[src/hw/rtl/rcm_pkg.sv]
`timescale 1ns / 1ps
// ----------------------------------------------------------------------------
// rcm_pkg
// Shared widths, codes, record types and helpers of the raycast column
// texel mapper.
// ----------------------------------------------------------------------------
package rcm_pkg;

    localparam int BLOCK           = 64;
    localparam int BYTES_PER_PIXEL = 4;

    // field widths
    localparam int COL_W   = 12;
    localparam int ROW_W   = 12;
    localparam int HQ_W    = 24;
    localparam int TSEL_W  = 2;
    localparam int BOFF_W  = 8;
    localparam int SRC_W   = 2;
    localparam int COLOR_W = 32;
    localparam int DIM_W   = 13;
    localparam int LL_W    = 16;
    localparam int TEX_W   = 12;
    localparam int OFF_W   = 32;

    // derived arithmetic widths
    localparam int FRAC_W   = 8;
    localparam int SCRQ_W   = DIM_W + FRAC_W;
    localparam int START_W  = SCRQ_W - FRAC_W - 1;
    localparam int HINT_W   = HQ_W - FRAC_W;
    localparam int END_W    = HINT_W + 1;
    localparam int POS_W    = HQ_W + 1;
    localparam int DEN_W    = HQ_W + 1;
    localparam int NUM_W    = DIM_W + POS_W;
    localparam int QUO_W    = 14;
    localparam int FACT_W   = DIM_W - $clog2(BLOCK);
    localparam int TCOLR_W  = BOFF_W + FACT_W;
    localparam int PROD_W   = ROW_W + LL_W;

    // configuration port
    localparam int ADDR_W    = 5;
    localparam int REG_IDX_W = 3;
    localparam int APB_W     = 32;

    localparam logic [REG_IDX_W-1:0] REG_CEIL_COLOR  = 3'd0;
    localparam logic [REG_IDX_W-1:0] REG_FLOOR_COLOR = 3'd1;
    localparam logic [REG_IDX_W-1:0] REG_SCR_H       = 3'd2;
    localparam logic [REG_IDX_W-1:0] REG_TEX_W       = 3'd3;
    localparam logic [REG_IDX_W-1:0] REG_TEX_H       = 3'd4;
    localparam logic [REG_IDX_W-1:0] REG_LINE_LEN    = 3'd5;

    localparam logic [DIM_W-1:0] SCR_H_RST    = 13'd480;
    localparam logic [DIM_W-1:0] TEX_W_RST    = 13'd64;
    localparam logic [DIM_W-1:0] TEX_H_RST    = 13'd64;
    localparam logic [LL_W-1:0]  LINE_LEN_RST = 16'd2560;

    // pixel source codes
    localparam logic [SRC_W-1:0] SRC_CEIL  = 2'd0;
    localparam logic [SRC_W-1:0] SRC_WALL  = 2'd1;
    localparam logic [SRC_W-1:0] SRC_FLOOR = 2'd2;

    typedef struct packed {
        logic [COLOR_W-1:0] ceil_color;
        logic [COLOR_W-1:0] floor_color;
        logic [DIM_W-1:0]   scr_h;
        logic [DIM_W-1:0]   tex_w;
        logic [DIM_W-1:0]   tex_h;
        logic [LL_W-1:0]    line_len;
    } t_cfg;

    typedef struct packed {
        logic [COL_W-1:0]  column;
        logic [ROW_W-1:0]  row;
        logic [HQ_W-1:0]   wall_height;
        logic [TSEL_W-1:0] tsel;
        logic [BOFF_W-1:0] boff;
    } t_pix;

    typedef struct packed {
        logic [COL_W-1:0]   column;
        logic [ROW_W-1:0]   row;
        logic [HQ_W-1:0]    hq;
        logic [START_W-1:0] start;
        logic [HINT_W-1:0]  hint;
        logic [HQ_W-1:0]    clip2;
        logic [TSEL_W-1:0]  tsel;
        logic [BOFF_W-1:0]  boff;
    } t_geo;

    typedef struct packed {
        logic [COL_W-1:0]  column;
        logic [ROW_W-1:0]  row;
        logic [HQ_W-1:0]   hq;
        logic [POS_W-1:0]  pos;
        logic [SRC_W-1:0]  src;
        logic [TSEL_W-1:0] tsel;
        logic [BOFF_W-1:0] boff;
    } t_cls;

    typedef struct packed {
        logic [NUM_W-1:0]   num;
        logic [HQ_W-1:0]    hq;
        logic [SRC_W-1:0]   src;
        logic [TSEL_W-1:0]  tsel;
        logic [TCOLR_W-1:0] tcol_raw;
        logic [OFF_W-1:0]   poff;
    } t_prod;

    typedef struct packed {
        logic [SRC_W-1:0]   src;
        logic [COLOR_W-1:0] flat;
        logic [TSEL_W-1:0]  tidx;
        logic [TEX_W-1:0]   tcol;
        logic [OFF_W-1:0]   poff;
    } t_side;

    typedef struct packed {
        logic [NUM_W-1:0] num;
        logic [DEN_W-1:0] den;
        t_side            side;
    } t_dvin;

    typedef struct packed {
        logic [NUM_W-1:0] rem;
        logic [QUO_W-1:0] quo;
        logic [DEN_W-1:0] den;
        t_side            side;
    } t_dstep;

    typedef struct packed {
        logic [SRC_W-1:0]   src;
        logic [COLOR_W-1:0] flat;
        logic [TSEL_W-1:0]  tidx;
        logic [TEX_W-1:0]   tcol;
        logic [TEX_W-1:0]   trow;
        logic [OFF_W-1:0]   poff;
    } t_res;

    // a texture size of zero behaves as one
    function automatic logic [DIM_W-1:0] eff_dim(input logic [DIM_W-1:0] d);
        eff_dim = (d == '0) ? DIM_W'(1) : d;
    endfunction

endpackage

[src/hw/rtl/rcm_classify.sv]
`timescale 1ns / 1ps
// ----------------------------------------------------------------------------
// rcm_classify
// Two pipeline stages: wall span on screen, then ceiling / wall / floor
// decision and the Q.9 position of the row inside the slice.
// ----------------------------------------------------------------------------
module rcm_classify (
    input  logic           i_clk,
    input  logic           i_rst_n,
    input  rcm_pkg::t_cfg  i_cfg,
    input  logic           i_valid,
    output logic           o_ready,
    input  rcm_pkg::t_pix  i_pix,
    output logic           o_valid,
    input  logic           i_ready,
    output rcm_pkg::t_cls  o_cls
);

    logic                                r_a_vld;
    rcm_pkg::t_geo                       r_geo;
    rcm_pkg::t_geo                       n_geo;
    logic                                r_b_vld;
    rcm_pkg::t_cls                       r_cls;
    rcm_pkg::t_cls                       n_cls;
    logic                                w_adv_a;
    logic                                w_adv_b;
    logic [rcm_pkg::HQ_W-1:0]            w_hq;
    logic [rcm_pkg::HQ_W-1:0]            w_scr_q;
    logic [rcm_pkg::HQ_W-1:0]            w_diff;
    logic [rcm_pkg::HQ_W-1:0]            w_over;
    logic [rcm_pkg::END_W-1:0]           w_end;
    logic [rcm_pkg::ROW_W-1:0]           w_rel;
    logic                                w_ceil;
    logic                                w_flr;

    assign w_adv_b = !r_b_vld || i_ready;
    assign w_adv_a = !r_a_vld || w_adv_b;
    assign o_ready = w_adv_a;
    assign o_valid = r_b_vld;
    assign o_cls   = r_cls;

    // stage A: slice start and clip on the top edge
    always_comb begin
        w_hq    = (i_pix.wall_height == '0) ? rcm_pkg::HQ_W'(1) : i_pix.wall_height;
        w_scr_q = rcm_pkg::HQ_W'(i_cfg.scr_h) << rcm_pkg::FRAC_W;
        w_diff  = w_scr_q - w_hq;
        w_over  = w_hq - w_scr_q;
        n_geo.column = i_pix.column;
        n_geo.row    = i_pix.row;
        n_geo.hq     = w_hq;
        n_geo.start  = (w_hq < w_scr_q) ?
                       w_diff[rcm_pkg::SCRQ_W-1:rcm_pkg::FRAC_W+1] : '0;
        n_geo.hint   = w_hq[rcm_pkg::HQ_W-1:rcm_pkg::FRAC_W];
        n_geo.clip2  = (w_hq > w_scr_q) ? w_over : '0;
        n_geo.tsel   = i_pix.tsel;
        n_geo.boff   = i_pix.boff;
    end

    always_ff @(posedge i_clk) begin
        if (!i_rst_n) begin
            r_a_vld <= 1'b0;
        end else if (w_adv_a) begin
            r_a_vld <= i_valid;
        end
    end

    always_ff @(posedge i_clk) begin
        if (w_adv_a && i_valid) begin
            r_geo <= n_geo;
        end
    end

    // stage B: classify the row
    always_comb begin
        w_end  = rcm_pkg::END_W'(r_geo.hint) + rcm_pkg::END_W'(r_geo.start);
        w_ceil = r_geo.row < r_geo.start;
        w_flr  = rcm_pkg::END_W'(r_geo.row) >= w_end;
        w_rel  = r_geo.row - r_geo.start;
        n_cls.column = r_geo.column;
        n_cls.row    = r_geo.row;
        n_cls.hq     = r_geo.hq;
        n_cls.pos    = (rcm_pkg::POS_W'(w_rel) << (rcm_pkg::FRAC_W + 1))
                       + rcm_pkg::POS_W'(r_geo.clip2);
        n_cls.src    = w_ceil ? rcm_pkg::SRC_CEIL :
                       (w_flr ? rcm_pkg::SRC_FLOOR : rcm_pkg::SRC_WALL);
        n_cls.tsel   = r_geo.tsel;
        n_cls.boff   = r_geo.boff;
    end

    always_ff @(posedge i_clk) begin
        if (!i_rst_n) begin
            r_b_vld <= 1'b0;
        end else if (w_adv_b) begin
            r_b_vld <= r_a_vld;
        end
    end

    always_ff @(posedge i_clk) begin
        if (w_adv_b && r_a_vld) begin
            r_cls <= n_cls;
        end
    end

endmodule

[src/hw/rtl/rcm_scale.sv]
`timescale 1ns / 1ps
// ----------------------------------------------------------------------------
// rcm_scale
// Two pipeline stages: the products (texel row dividend, texel column,
// framebuffer offset), then column saturation and flat color selection.
// ----------------------------------------------------------------------------
module rcm_scale (
    input  logic           i_clk,
    input  logic           i_rst_n,
    input  rcm_pkg::t_cfg  i_cfg,
    input  logic           i_valid,
    output logic           o_ready,
    input  rcm_pkg::t_cls  i_cls,
    output logic           o_valid,
    input  logic           i_ready,
    output rcm_pkg::t_dvin o_dv
);

    logic                          r_c_vld;
    rcm_pkg::t_prod                r_prod;
    rcm_pkg::t_prod                n_prod;
    logic                          r_d_vld;
    rcm_pkg::t_dvin                r_dv;
    rcm_pkg::t_dvin                n_dv;
    logic                          w_adv_c;
    logic                          w_adv_d;
    logic [rcm_pkg::DIM_W-1:0]     w_tw;
    logic [rcm_pkg::DIM_W-1:0]     w_th;
    logic [rcm_pkg::DIM_W-1:0]     w_tw_m1;
    logic [rcm_pkg::DIM_W-1:0]     w_tcol_sat;
    logic [rcm_pkg::FACT_W-1:0]    w_fact;
    logic [rcm_pkg::PROD_W-1:0]    w_row_bytes;

    assign w_adv_d = !r_d_vld || i_ready;
    assign w_adv_c = !r_c_vld || w_adv_d;
    assign o_ready = w_adv_c;
    assign o_valid = r_d_vld;
    assign o_dv    = r_dv;

    assign w_tw    = rcm_pkg::eff_dim(i_cfg.tex_w);
    assign w_th    = rcm_pkg::eff_dim(i_cfg.tex_h);
    assign w_tw_m1 = w_tw - rcm_pkg::DIM_W'(1);

    // stage C: multiplies
    always_comb begin
        w_fact      = rcm_pkg::FACT_W'(w_tw / rcm_pkg::BLOCK);
        w_row_bytes = rcm_pkg::PROD_W'(i_cls.row) * rcm_pkg::PROD_W'(i_cfg.line_len);
        n_prod.num  = rcm_pkg::NUM_W'(w_th) * rcm_pkg::NUM_W'(i_cls.pos);
        n_prod.hq   = i_cls.hq;
        n_prod.src  = i_cls.src;
        n_prod.tsel = i_cls.tsel;
        n_prod.tcol_raw = rcm_pkg::TCOLR_W'(i_cls.boff) * rcm_pkg::TCOLR_W'(w_fact);
        n_prod.poff = rcm_pkg::OFF_W'(w_row_bytes)
                      + rcm_pkg::OFF_W'(rcm_pkg::OFF_W'(i_cls.column)
                                        * rcm_pkg::OFF_W'(rcm_pkg::BYTES_PER_PIXEL));
    end

    always_ff @(posedge i_clk) begin
        if (!i_rst_n) begin
            r_c_vld <= 1'b0;
        end else if (w_adv_c) begin
            r_c_vld <= i_valid;
        end
    end

    always_ff @(posedge i_clk) begin
        if (w_adv_c && i_valid) begin
            r_prod <= n_prod;
        end
    end

    // stage D: clamp column, pick color, set up the divisor
    always_comb begin
        w_tcol_sat = (r_prod.tcol_raw > rcm_pkg::TCOLR_W'(w_tw_m1)) ?
                     w_tw_m1 : r_prod.tcol_raw[rcm_pkg::DIM_W-1:0];
        n_dv.num       = r_prod.num;
        n_dv.den       = {r_prod.hq, 1'b0};
        n_dv.side.src  = r_prod.src;
        n_dv.side.tidx = r_prod.tsel;
        n_dv.side.poff = r_prod.poff;
        n_dv.side.tcol = (r_prod.src == rcm_pkg::SRC_WALL) ?
                         w_tcol_sat[rcm_pkg::TEX_W-1:0] : '0;
        case (r_prod.src)
            rcm_pkg::SRC_CEIL:  n_dv.side.flat = i_cfg.ceil_color;
            rcm_pkg::SRC_FLOOR: n_dv.side.flat = i_cfg.floor_color;
            default:            n_dv.side.flat = '0;
        endcase
    end

    always_ff @(posedge i_clk) begin
        if (!i_rst_n) begin
            r_d_vld <= 1'b0;
        end else if (w_adv_d) begin
            r_d_vld <= r_c_vld;
        end
    end

    always_ff @(posedge i_clk) begin
        if (w_adv_d && r_c_vld) begin
            r_dv <= n_dv;
        end
    end

endmodule

[src/hw/rtl/rcm_divider.sv]
`timescale 1ns / 1ps
// ----------------------------------------------------------------------------
// rcm_divider
// Restoring divider, one quotient bit per pipeline stage, followed by the
// output register that clamps the texel row and forms the result.
// ----------------------------------------------------------------------------
module rcm_divider (
    input  logic           i_clk,
    input  logic           i_rst_n,
    input  logic [rcm_pkg::DIM_W-1:0] i_tex_h,
    input  logic           i_valid,
    output logic           o_ready,
    input  rcm_pkg::t_dvin i_dv,
    output logic           o_valid,
    input  logic           i_ready,
    output rcm_pkg::t_res  o_res
);

    localparam int STEPS = rcm_pkg::QUO_W;

    logic [STEPS-1:0]              r_vld;
    rcm_pkg::t_dstep               r_stage [STEPS];
    rcm_pkg::t_dstep               w_src   [STEPS];
    logic [STEPS-1:0]              w_src_vld;
    logic [STEPS:0]                w_adv;
    logic                          r_out_vld;
    rcm_pkg::t_res                 r_res;
    rcm_pkg::t_res                 n_res;
    rcm_pkg::t_dstep               w_last;
    logic [rcm_pkg::DIM_W-1:0]     w_th_m1;
    logic [rcm_pkg::DIM_W-1:0]     w_trow_sat;

    assign w_adv[STEPS] = !r_out_vld || i_ready;
    assign o_ready      = w_adv[0];
    assign o_valid      = r_out_vld;
    assign o_res        = r_res;

    assign w_src[0].rem  = i_dv.num;
    assign w_src[0].quo  = '0;
    assign w_src[0].den  = i_dv.den;
    assign w_src[0].side = i_dv.side;
    assign w_src_vld[0]  = i_valid;

    for (genvar k = 0; k < STEPS; k++) begin : g_step
        localparam int SH = STEPS - 1 - k;

        rcm_pkg::t_dstep                n_stage;
        logic [rcm_pkg::NUM_W:0]        w_trial;

        if (k > 0) begin : g_link
            assign w_src[k]     = r_stage[k-1];
            assign w_src_vld[k] = r_vld[k-1];
        end

        assign w_adv[k] = !r_vld[k] || w_adv[k+1];

        // subtract the divisor shifted to this quotient bit, keep if no borrow
        always_comb begin
            w_trial = {1'b0, w_src[k].rem}
                      - ((rcm_pkg::NUM_W+1)'(w_src[k].den) << SH);
            n_stage = w_src[k];
            if (!w_trial[rcm_pkg::NUM_W]) begin
                n_stage.rem     = w_trial[rcm_pkg::NUM_W-1:0];
                n_stage.quo[SH] = 1'b1;
            end
        end

        always_ff @(posedge i_clk) begin
            if (!i_rst_n) begin
                r_vld[k] <= 1'b0;
            end else if (w_adv[k]) begin
                r_vld[k] <= w_src_vld[k];
            end
        end

        always_ff @(posedge i_clk) begin
            if (w_adv[k] && w_src_vld[k]) begin
                r_stage[k] <= n_stage;
            end
        end
    end

    assign w_last  = r_stage[STEPS-1];
    assign w_th_m1 = rcm_pkg::eff_dim(i_tex_h) - rcm_pkg::DIM_W'(1);

    always_comb begin
        w_trow_sat = (w_last.quo > rcm_pkg::QUO_W'(w_th_m1)) ?
                     w_th_m1 : w_last.quo[rcm_pkg::DIM_W-1:0];
        n_res.src  = w_last.side.src;
        n_res.flat = w_last.side.flat;
        n_res.tidx = w_last.side.tidx;
        n_res.tcol = w_last.side.tcol;
        n_res.poff = w_last.side.poff;
        n_res.trow = (w_last.side.src == rcm_pkg::SRC_WALL) ?
                     w_trow_sat[rcm_pkg::TEX_W-1:0] : '0;
    end

    always_ff @(posedge i_clk) begin
        if (!i_rst_n) begin
            r_out_vld <= 1'b0;
        end else if (w_adv[STEPS]) begin
            r_out_vld <= r_vld[STEPS-1];
        end
    end

    always_ff @(posedge i_clk) begin
        if (w_adv[STEPS] && r_vld[STEPS-1]) begin
            r_res <= n_res;
        end
    end

endmodule

[src/hw/rtl/raycast_column_texel_mapper.sv]
`timescale 1ns / 1ps
// ----------------------------------------------------------------------------
// raycast_column_texel_mapper
// Maps one screen pixel of a raycast wall column to ceiling, floor or a
// wall texel, and gives its framebuffer byte offset.
// ----------------------------------------------------------------------------
// Usage:
//   s_axis carries one pixel request per transfer; m_axis returns one result
//   per request, in order. m_axis_tuser holds the pixel source (ceiling,
//   wall, floor). Colors, screen height, texture size and line length sit
//   in APB registers at byte addresses 0x00..0x14; write them only while no
//   request is in flight.
//   Requests pass through 19 register stages: two classify stages, two
//   multiply/select stages, 14 divider stages (one texel row quotient bit
//   each) and the output register.
//   Throughput is one request per cycle while m_axis_tready does not stall
//   the pipe. Every stage holds its own valid bit and fills bubbles, so
//   s_axis_tready stays high while the pipe has room even if m_axis_tready
//   is low; a stalled result holds on m_axis.
//   Synchronous reset empties the pipe and loads the register defaults
//   (480 rows, 64x64 textures, 2560 bytes per line, black colors).
// ----------------------------------------------------------------------------
module raycast_column_texel_mapper (
    input  logic        i_clk,
    input  logic        i_rst_n,
    // APB configuration
    input  logic                         psel,
    input  logic                         penable,
    input  logic                         pwrite,
    input  logic [rcm_pkg::ADDR_W-1:0]   paddr,
    input  logic [rcm_pkg::APB_W-1:0]    pwdata,
    output logic [rcm_pkg::APB_W-1:0]    prdata,
    output logic                         pready,
    // pixel requests
    input  logic        s_axis_tvalid,
    output logic        s_axis_tready,
    // column[11:0], row[23:12], wall_height[47:24], texture_select[49:48],
    // block_offset[57:50], zero[63:58]
    input  logic [63:0] s_axis_tdata,
    // results
    output logic        m_axis_tvalid,
    input  logic        m_axis_tready,
    // flat_color[31:0], texture_index[33:32], texel_column[45:34],
    // texel_row[57:46], pixel_offset[89:58], zero[95:90]
    output logic [95:0] m_axis_tdata,
    // source[1:0]
    output logic [1:0]  m_axis_tuser
);

    logic [rcm_pkg::COLOR_W-1:0]   r_ceil_color;
    logic [rcm_pkg::COLOR_W-1:0]   r_floor_color;
    logic [rcm_pkg::DIM_W-1:0]     r_scr_h;
    logic [rcm_pkg::DIM_W-1:0]     r_tex_w;
    logic [rcm_pkg::DIM_W-1:0]     r_tex_h;
    logic [rcm_pkg::LL_W-1:0]      r_line_len;
    logic                          w_wr;
    logic [rcm_pkg::REG_IDX_W-1:0] w_idx;
    rcm_pkg::t_cfg                 w_cfg;
    rcm_pkg::t_pix                 w_pix;
    logic                          w_cls_vld;
    logic                          w_cls_rdy;
    rcm_pkg::t_cls                 w_cls;
    logic                          w_dv_vld;
    logic                          w_dv_rdy;
    rcm_pkg::t_dvin                w_dv;
    rcm_pkg::t_res                 w_res;

    assign pready = 1'b1;
    assign w_wr   = psel && penable && pwrite;
    assign w_idx  = paddr[rcm_pkg::ADDR_W-1:2];

    always_ff @(posedge i_clk) begin
        if (!i_rst_n) begin
            r_ceil_color  <= '0;
            r_floor_color <= '0;
            r_scr_h       <= rcm_pkg::SCR_H_RST;
            r_tex_w       <= rcm_pkg::TEX_W_RST;
            r_tex_h       <= rcm_pkg::TEX_H_RST;
            r_line_len    <= rcm_pkg::LINE_LEN_RST;
        end else if (w_wr) begin
            case (w_idx)
                rcm_pkg::REG_CEIL_COLOR:  r_ceil_color  <= pwdata;
                rcm_pkg::REG_FLOOR_COLOR: r_floor_color <= pwdata;
                rcm_pkg::REG_SCR_H:       r_scr_h       <= pwdata[rcm_pkg::DIM_W-1:0];
                rcm_pkg::REG_TEX_W:       r_tex_w       <= pwdata[rcm_pkg::DIM_W-1:0];
                rcm_pkg::REG_TEX_H:       r_tex_h       <= pwdata[rcm_pkg::DIM_W-1:0];
                rcm_pkg::REG_LINE_LEN:    r_line_len    <= pwdata[rcm_pkg::LL_W-1:0];
                default: ;
            endcase
        end
    end

    always_comb begin
        case (w_idx)
            rcm_pkg::REG_CEIL_COLOR:  prdata = r_ceil_color;
            rcm_pkg::REG_FLOOR_COLOR: prdata = r_floor_color;
            rcm_pkg::REG_SCR_H:       prdata = rcm_pkg::APB_W'(r_scr_h);
            rcm_pkg::REG_TEX_W:       prdata = rcm_pkg::APB_W'(r_tex_w);
            rcm_pkg::REG_TEX_H:       prdata = rcm_pkg::APB_W'(r_tex_h);
            rcm_pkg::REG_LINE_LEN:    prdata = rcm_pkg::APB_W'(r_line_len);
            default:                  prdata = '0;
        endcase
    end

    assign w_cfg.ceil_color  = r_ceil_color;
    assign w_cfg.floor_color = r_floor_color;
    assign w_cfg.scr_h       = r_scr_h;
    assign w_cfg.tex_w       = r_tex_w;
    assign w_cfg.tex_h       = r_tex_h;
    assign w_cfg.line_len    = r_line_len;

    assign w_pix.column      = s_axis_tdata[11:0];
    assign w_pix.row         = s_axis_tdata[23:12];
    assign w_pix.wall_height = s_axis_tdata[47:24];
    assign w_pix.tsel        = s_axis_tdata[49:48];
    assign w_pix.boff        = s_axis_tdata[57:50];

    rcm_classify u_classify (
        .i_clk   (i_clk),
        .i_rst_n (i_rst_n),
        .i_cfg   (w_cfg),
        .i_valid (s_axis_tvalid),
        .o_ready (s_axis_tready),
        .i_pix   (w_pix),
        .o_valid (w_cls_vld),
        .i_ready (w_cls_rdy),
        .o_cls   (w_cls)
    );

    rcm_scale u_scale (
        .i_clk   (i_clk),
        .i_rst_n (i_rst_n),
        .i_cfg   (w_cfg),
        .i_valid (w_cls_vld),
        .o_ready (w_cls_rdy),
        .i_cls   (w_cls),
        .o_valid (w_dv_vld),
        .i_ready (w_dv_rdy),
        .o_dv    (w_dv)
    );

    rcm_divider u_divider (
        .i_clk   (i_clk),
        .i_rst_n (i_rst_n),
        .i_tex_h (r_tex_h),
        .i_valid (w_dv_vld),
        .o_ready (w_dv_rdy),
        .i_dv    (w_dv),
        .o_valid (m_axis_tvalid),
        .i_ready (m_axis_tready),
        .o_res   (w_res)
    );

    assign m_axis_tuser = w_res.src;
    assign m_axis_tdata = {6'b0, w_res.poff, w_res.trow, w_res.tcol,
                           w_res.tidx, w_res.flat};

endmodule

[config.mk]
export PLATFORM = sky130hd
export DESIGN_NAME = raycast_column_texel_mapper
export DESIGN_NICKNAME = d
export VERILOG_FILES = /design/src/hw/rtl/rcm_pkg.sv /design/src/hw/rtl/rcm_classify.sv /design/src/hw/rtl/rcm_scale.sv /design/src/hw/rtl/rcm_divider.sv /design/src/hw/rtl/raycast_column_texel_mapper.sv
export SDC_FILE = /design/constraint.sdc
export NUM_CORES = 2
export LEC_CHECK = 0
export ABC_AREA = 1
export ABC_CLOCK_PERIOD_IN_PS = 18150
export CORE_UTILIZATION = 45
export DETAILED_ROUTE_END_ITERATION = 8
export DONT_BUFFER_PORTS = 1
export GPL_TIMING_DRIVEN = 0
export PLACE_DENSITY_LB_ADDON = 0.3
export SKIP_CTS_REPAIR_TIMING = 1
export SYNTH_ARGS = -nofsm -noshare
export SYNTH_HDL_FRONTEND = slang
export SYNTH_SLANG_ARGS = --single-unit
[constraint.sdc]
create_clock -name i_clk -period 18.15 [get_ports i_clk]
set_input_delay 2.7225 -clock i_clk [delete_from_list [all_inputs] [get_ports i_clk]]
set_output_delay 2.7225 -clock i_clk [all_outputs]
set_load 0.02 [all_outputs]
==> results.py <==
metrics = {
    "setup_path": {
        "critPathSlowestCell": "o221ai_1",
        "crit_top_cell": "inv_1",
        "path_delay_family": "compound AO/OA/AOI/OAI gates",
        "worst_ep_required_time_ns": 15.43,
        "crit_path_end_kind": "primary output",
        "path_buf_inv": 3,
        "path_cells": "inv_1 > nor3_1 > inv_1 > clkbuf_1 > o221ai_1",
        "cp-start-kind": "primary input",
        "critical_path_class": "primary input to primary output",
        "cp.arrival_ns": 5.00,
        "cp_max_fo": 10,
        "cpPeakStageDelay_ns": 1.16,
    },
    "synthesis": {
        "yosys-top-cells-area": "edfxtp_1, fa_1, ha_1",
        "async_flop_share_pct": 0,
        "yosysTopAreaCellShare_pct": 58.20,
        "synth_edf_count": 2491,
        "yosysTopAreaCell": "edfxtp_1",
        "synth.top_cells.by_count": "edfxtp_1, nand2_1, inv_1",
        "synth_cell_types": 70,
        "synth_flop_cell": "edfxtp_1",
        "yosysMostFrequentCell": "edfxtp_1",
        "yosysWarnings": 0,
        "synth_area_mm2": 0.1285,
        "seq_area_frac_synth_pct": 60.35,
        "syn_area_per_cell_um2": 11.65,
        "ys_ff_latch": 2629,
        "synthCells": 11040,
    },
    "pwr": {
        "powerDensity_mw_per_mm2": 89.78,
        "seq_power_share_pct": 51.9,
        "swShare_pct": 22.12,
        "comb_power_share_pct": 5.1,
        "p_leak_uw": 0.05748,
        "clock_power_share_pct": 43.0,
        "intPower_uw": 10030,
        "ir_drop_v": 0.00007295,
        "p_sw_uw": 2849,
    },
    "die": {
        "die_h_um": 536.4,
        "coreArea_mm2": 0.2830,
        "rows": 195,
        "start_util_pct": 45.41,
        "pin_count": 241,
        "dieArea_mm2": 0.2878,
        "fp.dieW_um": 536.4,
    },
    "sta": {
        "setup_viol": 0,
        "fin_crit_ns": 7.719,
        "rsz0062_at_grt": "no",
        "post-route-period-util_pct": 42.53,
        "layout_setup_ws_ns": 10.43,
        "setup-tns-final_ns": 0,
        "skew_ns": 0.04289,
        "worstMarginPinSlew_ns": 1.459,
        "fmax_mhz": 129.5,
        "relSlewSlack_pct": 2.765,
        "finalHoldViolCount": 0,
        "slew_violations": 0,
    },
    "grt": {
        "grt_pass1_wl_mm": 502.8,
        "grt_pass1_vias": 80300,
        "grt_usage_pct": 23.34,
        "grt_max_degree": 113,
        "overflow": 0,
        "antenna_found_initial": 16,
    },
    "placed_design": {
        "place.port_buffers": 0,
        "place_congestion": 0.9536,
        "dp_slack_ns": 10.54,
        "dp_hpwl_mm": 264.8,
        "postPlaceCellArea_mm2": 0.1345,
    },
    "clocking": {
        "cts_buffer_depth": 4,
        "clock_latency_ns": 0.89,
        "numCtsBuffers": 279,
        "htree_levels": 5,
        "clk_pin_slew_ns": 0.06,
        "root_buffer": "clkbuf_16",
        "tritoncts": "built",
        "clkSinkCount": 2629,
    },
    "drt": {
        "ant_nets": 0,
        "via_per_inst": 5.204,
        "drc": 0,
        "routed_wl_mm": 336.4,
        "drtIter0Drc": 6468,
        "drt-pass1-iter-count": 8,
        "vias": 79850,
        "post_drt_wl_per_cell_um": 21.92,
    },
    "finish": {
        "syn_to_final_growth_pct": 11.58,
        "multi_input_area_mm2": 0.04328,
        "seqCellArea_mm2": 0.07756,
        "final_area_mm2": 0.1434,
        "drive_above_1_share_pct": 6.070,
        "nFillCells": 24820,
        "nets": 12560,
    },
    "flow_run": {
        "maxCapViolations": 0,
    },
    "run_status": {
        "status": "finished, final reports clean",
    },
    "min_path": {
        "hold_class": "flip-flop to flip-flop",
    },
}
-- power groups by stage --
stage / Sequential (uW) / Combinational (uW) / Clock, uW
after global routing: 6680 / 735 / 5910
after CTS: 6690 / 659 / 5690
after floorplan: 6780 / 454 / 0
after global placement: 6820 / 644 / 0
after detailed placement: 6810 / 654 / 0
final: 6680 / 653 / 5540
-- layout make-up --
type	count	area share (%)
Antenna cell	4	0.006980
Buffer	266	0.8655
Clock buffer	329	5.036
Clock inverter	176	1.204
Inverter	1743	4.599
Multi-Input combinational cell	6405	30.18
Sequential cell	2629	54.08
Tap cell	3743	3.266
Timing Repair Buffer	50	0.7608
-- cell families (layout without fill, tap and decap cells) --
family / count (synthesis) / count (layout) / synth area share, %
and+or+nand+nor: 3256 / 3256 / 10.51
other: 2 / 14 / 0.005843
DFF: 2629 / 2629 / 60.35
buffers and inverters: 2009 / 2564 / 6.056
adders and majority gates: 1075 / 1075 / 13.11
AOI/OAI and AO/OA: 1665 / 1665 / 7.250
xor gates and xnor gates: 399 / 399 / 2.719
-- registers in the layout (all words and copies together) (netlist names), 13 cells and up --
name / cells
u_divider.r_stage: 1976
u_scale.o_dv: 138
u_scale.n_dv: 94
u_divider.o_res: 89
u_classify.o_cls: 85
u_classify.r_geo: 52
u_classify.n_cls: 42
r_ceil_color: 32
r_floor_color: 32
r_line_len: 16
u_scale.r_prod: 15
u_divider.r_vld: 14
r_scr_h: 13
r_tex_h: 13
r_tex_w: 13
-- per-layer routing --
metal  up-vias  track usage (%)  part of all wire [%]  routed length, um
li1      38100                -                     -                  -
met1     39120            31.73                    44             148800
met2      2091            38.27                    47             156900
met3       535            3.637                   5.6              18730
met4         8            7.784                   3.5              11880
met5         -                0                 0.015                 51
-- through the flow --
| step | instances | util, % | hold slack [ns] | total power, uW |
|---|---|---|---|---|
| 6_report | 15350 | 50.67 | 0.3927 | 12880 |
| 5_1_grt | 15340 | 50.67 | 0.3928 | 13320 |
| 4_1_cts | 15340 | 50.67 | 0.3892 | 13030 |
| 3_5_place_dp | 14840 | 47.51 | 0.4045 | 7468 |
| 3_3_place_gp | 14790 | 47.08 | 0.4003 | 7466 |
| 2_1_floorplan | 11040 | - | 0.4003 | 7239 |
-- cells in the final DEF, fill, tap and decap left out, drive strengths merged, types with 26 or more instances in the layout --
master,netlist,layout
xor2,199,199
nor3,95,95
nand2,1948,1948
xnor2,200,200
clkinv,3,118
nand3b,27,27
or2,55,55
nor4,45,45
o22ai,41,41
a21o,57,57
ha,622,622
a31oi,65,65
buf,114,164
a21oi,668,668
edfxtp,2491,2491
o21ai,655,655
fa,453,453
nor2,681,681
o21a,27,27
inv,1740,1763
clkbuf,152,481
o211ai,26,26
nand4,98,98
nand3,299,299
dfxtp,138,138
-- path summary, 6_finish.rpt --
check / from / to / slack [ns] / depth (start not counted)
max reg2reg: r_tex_h[6] / u_scale.n_dv[136] / 10.81 / 18
min reg2reg: u_divider.r_stage[1][275] / u_divider.r_stage[1][432] / 0.39 / 0
max: paddr[2] / prdata[13] / 10.43 / 5
min: u_divider.r_stage[1][275] / u_divider.r_stage[1][432] / 0.39 / 0
(Power assumes the default switching activity.)
